===== src/design/lzwd_pkg.sv =====
// Shared constants and types of the LZW decompression unit.
`default_nettype none
package lzwd_pkg;
   localparam int MAX_CODE_WIDTH = 16;
   localparam int INIT_BITS      = 9;
   localparam int CODE_W         = MAX_CODE_WIDTH;
   localparam int NFC_W          = MAX_CODE_WIDTH + 1;
   localparam int CNT_W          = 17;
   localparam int GRP_W          = MAX_CODE_WIDTH * 8;
   localparam int FILL_W         = 5;
   localparam int OFF_W          = 8;
   localparam int CW_W           = 5;
   localparam int TABLE_DEPTH    = 1 << MAX_CODE_WIDTH;
   localparam int STACK_DEPTH    = 65536;

   localparam logic [CODE_W-1:0] FIRST_CODE = CODE_W'(257);
   localparam logic [CODE_W-1:0] CLEAR_CODE = CODE_W'(256);
   localparam logic [CW_W-1:0]   INIT_CW    = CW_W'(INIT_BITS);
   localparam logic [CW_W-1:0]   TOP_CW     = CW_W'(MAX_CODE_WIDTH);

   localparam logic FUNC_PUSH = 1'b0;
   localparam logic FUNC_PULL = 1'b1;

   localparam logic REG_MAX_CODE_BITS = 1'b0;
   localparam logic REG_BLOCK_MODE    = 1'b1;

   typedef struct packed {
      logic       func;
      logic [7:0] comp_byte;
      logic       end_of_input;
   } item_type;

   typedef struct packed {
      logic        en;
      logic        idx;
      logic [31:0] data;
   } cfg_wr_type;

   typedef struct packed {
      logic [4:0] max_code_bits;
      logic       block_mode;
   } cfg_rd_type;

   typedef struct packed {
      logic       bad_code;
      logic       stream_done;
      logic       accepted;
      logic       need_input;
      logic       out_valid;
      logic [7:0] out_byte;
   } rsp_type;
endpackage
`default_nettype wire


===== src/design/lzwd_front.sv =====
// Input side: accepts request transfers, classifies them and queues them for the core.
`default_nettype none
module lzwd_front (
   input  wire logic              clock,
   input  wire logic              reset,
   input  wire logic              req_tvalid,
   output logic                   req_tready,
   input  wire logic [7:0]        req_tdata,   // comp_byte
   input  wire logic              req_tuser,   // func
   input  wire logic              req_tlast,   // end_of_input
   output logic                   item_valid,
   output lzwd_pkg::item_type     item,
   input  wire logic              item_pop
);
   import lzwd_pkg::*;

   item_type   q_ff [2];
   logic       wr_ptr_ff, wr_ptr_in;
   logic       rd_ptr_ff, rd_ptr_in;
   logic [1:0] count_ff, count_in;
   logic       push;
   item_type   new_item;

   always_comb begin
      new_item.func         = (req_tuser == FUNC_PULL) ? FUNC_PULL : FUNC_PUSH;
      new_item.comp_byte    = req_tdata;
      new_item.end_of_input = req_tlast & (req_tuser == FUNC_PUSH);
   end

   assign req_tready = (count_ff != 2'd2);
   assign push       = req_tvalid & req_tready;
   assign item_valid = (count_ff != 2'd0);
   assign item       = q_ff[rd_ptr_ff];

   always_comb begin
      wr_ptr_in = wr_ptr_ff ^ push;
      rd_ptr_in = rd_ptr_ff ^ (item_pop & item_valid);
      count_in  = count_ff + {1'b0, push} - {1'b0, item_pop & item_valid};
   end

   always_ff @(posedge clock) begin
      if (reset) begin
         wr_ptr_ff <= 1'b0;
         rd_ptr_ff <= 1'b0;
         count_ff  <= 2'd0;
      end else begin
         wr_ptr_ff <= wr_ptr_in;
         rd_ptr_ff <= rd_ptr_in;
         count_ff  <= count_in;
      end
   end

   always_ff @(posedge clock) begin
      if (push) begin
         q_ff[wr_ptr_ff] <= new_item;
      end
   end
endmodule
`default_nettype wire


===== config.mk =====
export PLATFORM = sky130hd
export DESIGN_NAME = lzwd_front
export DESIGN_NICKNAME = d
export VERILOG_FILES = /design/src/design/lzwd_pkg.sv /design/src/design/lzwd_front.sv
export SDC_FILE = /design/constraint.sdc
export NUM_CORES = 1
export LEC_CHECK = 0
export BUFFER_PORTS_ARGS = -buffer_cell sky130_fd_sc_hd__buf_4
export CORE_MARGIN = 4
export CORE_UTILIZATION = 53
export CTS_BUF_LIST = sky130_fd_sc_hd__clkbuf_8
export DETAILED_ROUTE_END_ITERATION = 8
export PLACE_DENSITY = 0.81
export SLEW_MARGIN = 20
export SYNTH_ARGS = -nofsm -noshare
export SYNTH_HDL_FRONTEND = slang
export SYNTH_SLANG_ARGS = --single-unit

===== constraint.sdc =====
create_clock -name clock -period 1.8 [get_ports clock]
set_input_delay 0.36 -clock clock [delete_from_list [all_inputs] [get_ports clock]]
set_output_delay 0.36 -clock clock [all_outputs]
set_load 0.005 [all_outputs]

After elaboration in Yosys (flattened, before gate mapping) --
Memory sizes are Yosys's and may differ from the RTL's. A register that Yosys moved wholly into a read port is not among the register bits. Cells that the tools add are included.
Word-level totals: flip-flop bits (word level) 4, bits of input ports 14, bits in writable memories 20, memories 1
Cells by class: muxes and demuxes 4, add/subtract/negate cells 2, eq/ne operators 1, bitwise logic cells 6, reduce and logical (&&, ||, !) cells 1
Memories:
- q_ff | words 2, bits a word 10, read ports 1, clocked after memory_dff 1, wr ports 1, RTL line lzwd_front.sv:17 | item_type q_ff [2];
Operators with widths (number):
- $mux 1 | 4
- $and 1x1->1 | 3
- $add 2x1->2 | 1
- $ne 2x2->1 const B | 1
- $reduce_bool 2->1 | 1
- $sub 2x1->2 | 1
- $xor 1x1->1 | 2
- $not 1->1 | 1

Depth between registers and ports, before layout --
depth after elaboration 4, mapped depth 6, gate-level depth less buffers 6

Worst setup path after synthesis --
No wires, ideal clock.
path kind in2reg, start point input port req_tvalid, end point register count_ff[1], arrival 1329 ps, data required time 1677 ps, cell stages on the path 6, setup slack 348 ps, path buffers 0, cell sequence nor2b_1 a211oi_1 nor2_1 ha_1 and2b_1 mux2_1
Between the ends: word-level cells in the longest chain between the ends 3
RTL lines:
- from (decl) | RTL line lzwd_front.sv:6 | input wire logic req_tvalid,
- $and 1x1->1 | RTL line lzwd_front.sv:31 | assign push = req_tvalid & req_tready;
- $add 2x1->2 | RTL line lzwd_front.sv:38 | count_in = count_ff + {1'b0, push} - {1'b0, item_pop & item_valid};
- $sub 2x1->2 | RTL line lzwd_front.sv:38
- to (signal assigned) | RTL line lzwd_front.sv:49 | count_ff <= count_in;
- to (decl) | RTL line lzwd_front.sv:20 | logic [1:0] count_ff, count_in;
No other way between the ends. A chain may end at the register's enable or synchronous reset.

==> summary.txt <==
Mux share of post-synthesis cell area: 12.9%
Chip height: 50.5 µm
Crit-path slowest cell: dfxtp_2
Adder-cell share of the synthesized area: 2.61%
Rows: 15
Met3 wire length: 58 µm
Hold crit path type: in -> reg
Simple-Gate Fraction of Synth Area: 7.83%
Via density: 4.92
Slew @ Worst Pin: 0.472 ns
Initial antenna violation count: 0
GPL Wtd Cong: 0.683
Yosys cell types: 20
Largest net degree at the start of global routing: 15
CTS Buffer Depth: 2
Top-area cell type share of the netlist area: 62.7%
Crit path DAT: 1.28 ns
CTS tree: built
Pins Over Slew Limit: 0
Area grow syn2layout: 29.9%
Max VDD drop: 0.905 mV
Synth area leaders: edfxtp_1 (63%), mux2_2 (12%), dfxtp_1 (8.4%)
Syn nets: 75
Compound-cell area share of the yosys netlist: 3.79%
Routed WL per cell: 13.5 µm
Max FO, Critical Path: 11
Die width: 50.5 µm
Initial Utilization: 55.5%
Hold depth: 1
Synthesized cell area: 958 µm²
Worst R2R Path Depth: 3
Dpl hpwl: 1020 µm
Num CTS Buffers: 3
DRC: 0
Setup violators final: 0
Via count: 551
Synth Area in XOR/XNOR: 0.914%
Boundary Pins: 26
Clock sinks: 24
Syn avg cell area: 16.2 µm²
Seq/Total Area, Yosys: 71.0%
Clock skew: 0.00264 ns
WL met2: 791 µm
Layout cell share with drive strength beyond 1: 47.1%
Skew-Pair Late Insertion Delay: 0.26 ns
Setup_tns: 0 ns
Pleak: 0.493 nW
CP startpoint kind: flop
Grt ovf: 0
IO Port Bufs: 25
Cell count after synthesis: 59
Max Used Layer: met4
CTS clock-pin slew for the worst setup and hold paths: 0.08 ns
CTS HTree Levels: 1
Final period util: 91.4%
Fin crit period: 1.64 ns
Number of synthesized register bits: 24
Die area: 2550 µm²
WP data required: 1.44 ns
GR Util All Layers: 13.0%
Clock Tree Root: clkbuf_8
M1 WL: 649 µm
Peak per-stage delay on the critical path: 0.50 ns
RSZ-0062 raised after global routing: no
Core Area: 1730 µm²
Fill cells: 137
First-pass GRT wire length: 2390 µm
Post-CTS setup buffers: 0
Total of max-cap violations: 0
Yosys top cell by area: edfxtp_1
Worst Path Class, Setup: reg -> out
Post-route setup slack: 0.155 ns
Main combinational cell family by area after synthesis: multiplexers
Hold Vio Cnt, Final: 0
Crit-path cells: mux2_2 > buf_4
Final WL: 1510 µm
Drt pass-1 iters: 4
Power Density: 1260 nW/µm²
Syn. warnings: 0
Initial DRC Count: 5
Post-layout net count: 104
Fmax: 608 MHz
Number of diodes: 0
CP endpoint kind: output pin
Vias in the first global route: 542
Outcome: complete, no violations
Antenna-violating nets left: 0
Rel. slew slack: 68.5%
Pre-CTS setup slack: 0.155 ns
[what timing repair did]
item	4_1_cts	5_1_grt
hold buffers	0	0
setup endpoints to repair	5	0
gates resized for setup	1	0
[layer usage]
layer	track usage (%)	vias up
li1	-	274
met1	15.3	258
met2	22.2	17
met3	2.67	2
met4	6.73	0
met5	0	-
[worst paths after layout]
check	from	endpoint	slack (ns)
hold reg to reg	wr_ptr_ff	wr_ptr_ff	0.58
setup / recovery	rd_ptr_ff	item[6]	0.16
setup reg to reg	count_ff[0]	q_ff[0][0]	0.26
hold / removal	req_tdata[7]	q_ff[1][8]	0.28
[state kept, by name, summed over array words and instances, names as in the netlist]
| signal | flops |
|---|---|
| count_ff | 2 |
| rd_ptr_ff | 1 |
| q_ff | 20 |
| wr_ptr_ff | 1 |
[cells in the mapped netlist]
library cell	count
a21bo_1	1
mux2_1	1
and2b_1	1
dfxtp_1	4
edfxtp_1	20
or2_2	1
nand3_1	1
mux2_2	10
nor2b_1	3
a32oi_1	1
buf_2	1
o21ai_0	2
a211oi_1	1
and3_1	1
ha_1	2
nand2b_1	1
nor2_1	5
xor2_1	1
and2_1	1
inv_1	1
[critical path, delay by kind of cell (launching register included)]
family | cells | cell delay [ns]
buffers and inverters | 1 | 0.14
multiplexers | 1 | 0.38
flip-flops | 1 | 0.50
[power by group]
group / switching, mW / internal (mW)
clock: 0.163 / 0.297
combinational: 0.132 / 0.224
sequential: 0.0646 / 0.692
total: 0.360 / 1.21
[through the flow]
stage / utilization, % / area (µm²) / std cells / hold WS (ns) / power (mW)
2_1_floorplan: - / 958 / 59 / 0.427 / 0.947
3_3_place_gp: 67.9 / 1170 / 108 / 0.532 / 1.11
3_5_place_dp: 67.9 / 1170 / 108 / 0.548 / 1.12
4_1_cts: 72.1 / 1240 / 112 / 0.276 / 1.58
5_1_grt: 72.1 / 1240 / 112 / 0.266 / 1.66
6_report: 72.1 / 1240 / 112 / 0.278 / 1.57
[cell families (layout without fill, tap and decap cells)]
group,after synthesis,after routing
xor+xnor,1,1
simple gates,14,14
buf+inv,2,30
flops,24,24
fa+ha+maj,2,2
mux,11,11
compound gates,5,5
[layout by cell type, fill, tap and decap left out, types with 2 or more instances in the layout]
master / n
o21ai_0: 2
ha_1: 2
edfxtp_1: 20
buf_4: 25
dfxtp_1: 3
mux2_2: 10
nor2b_1: 3
nor2_1: 5
clkbuf_8: 3
[layout make-up]
cell class	count	area (µm²)	share of cell area, %
tap	25	31.3	2.51
sequential	24	682	54.8
multi-input combinational	33	269	21.6
inverter	1	3.75	0.302
clock buffer	3	41.3	3.32
clock inverter	1	30.0	2.41
timing repair buffer	25	188	15.1
No activity file was read; power rests on OpenSTA's default activity.
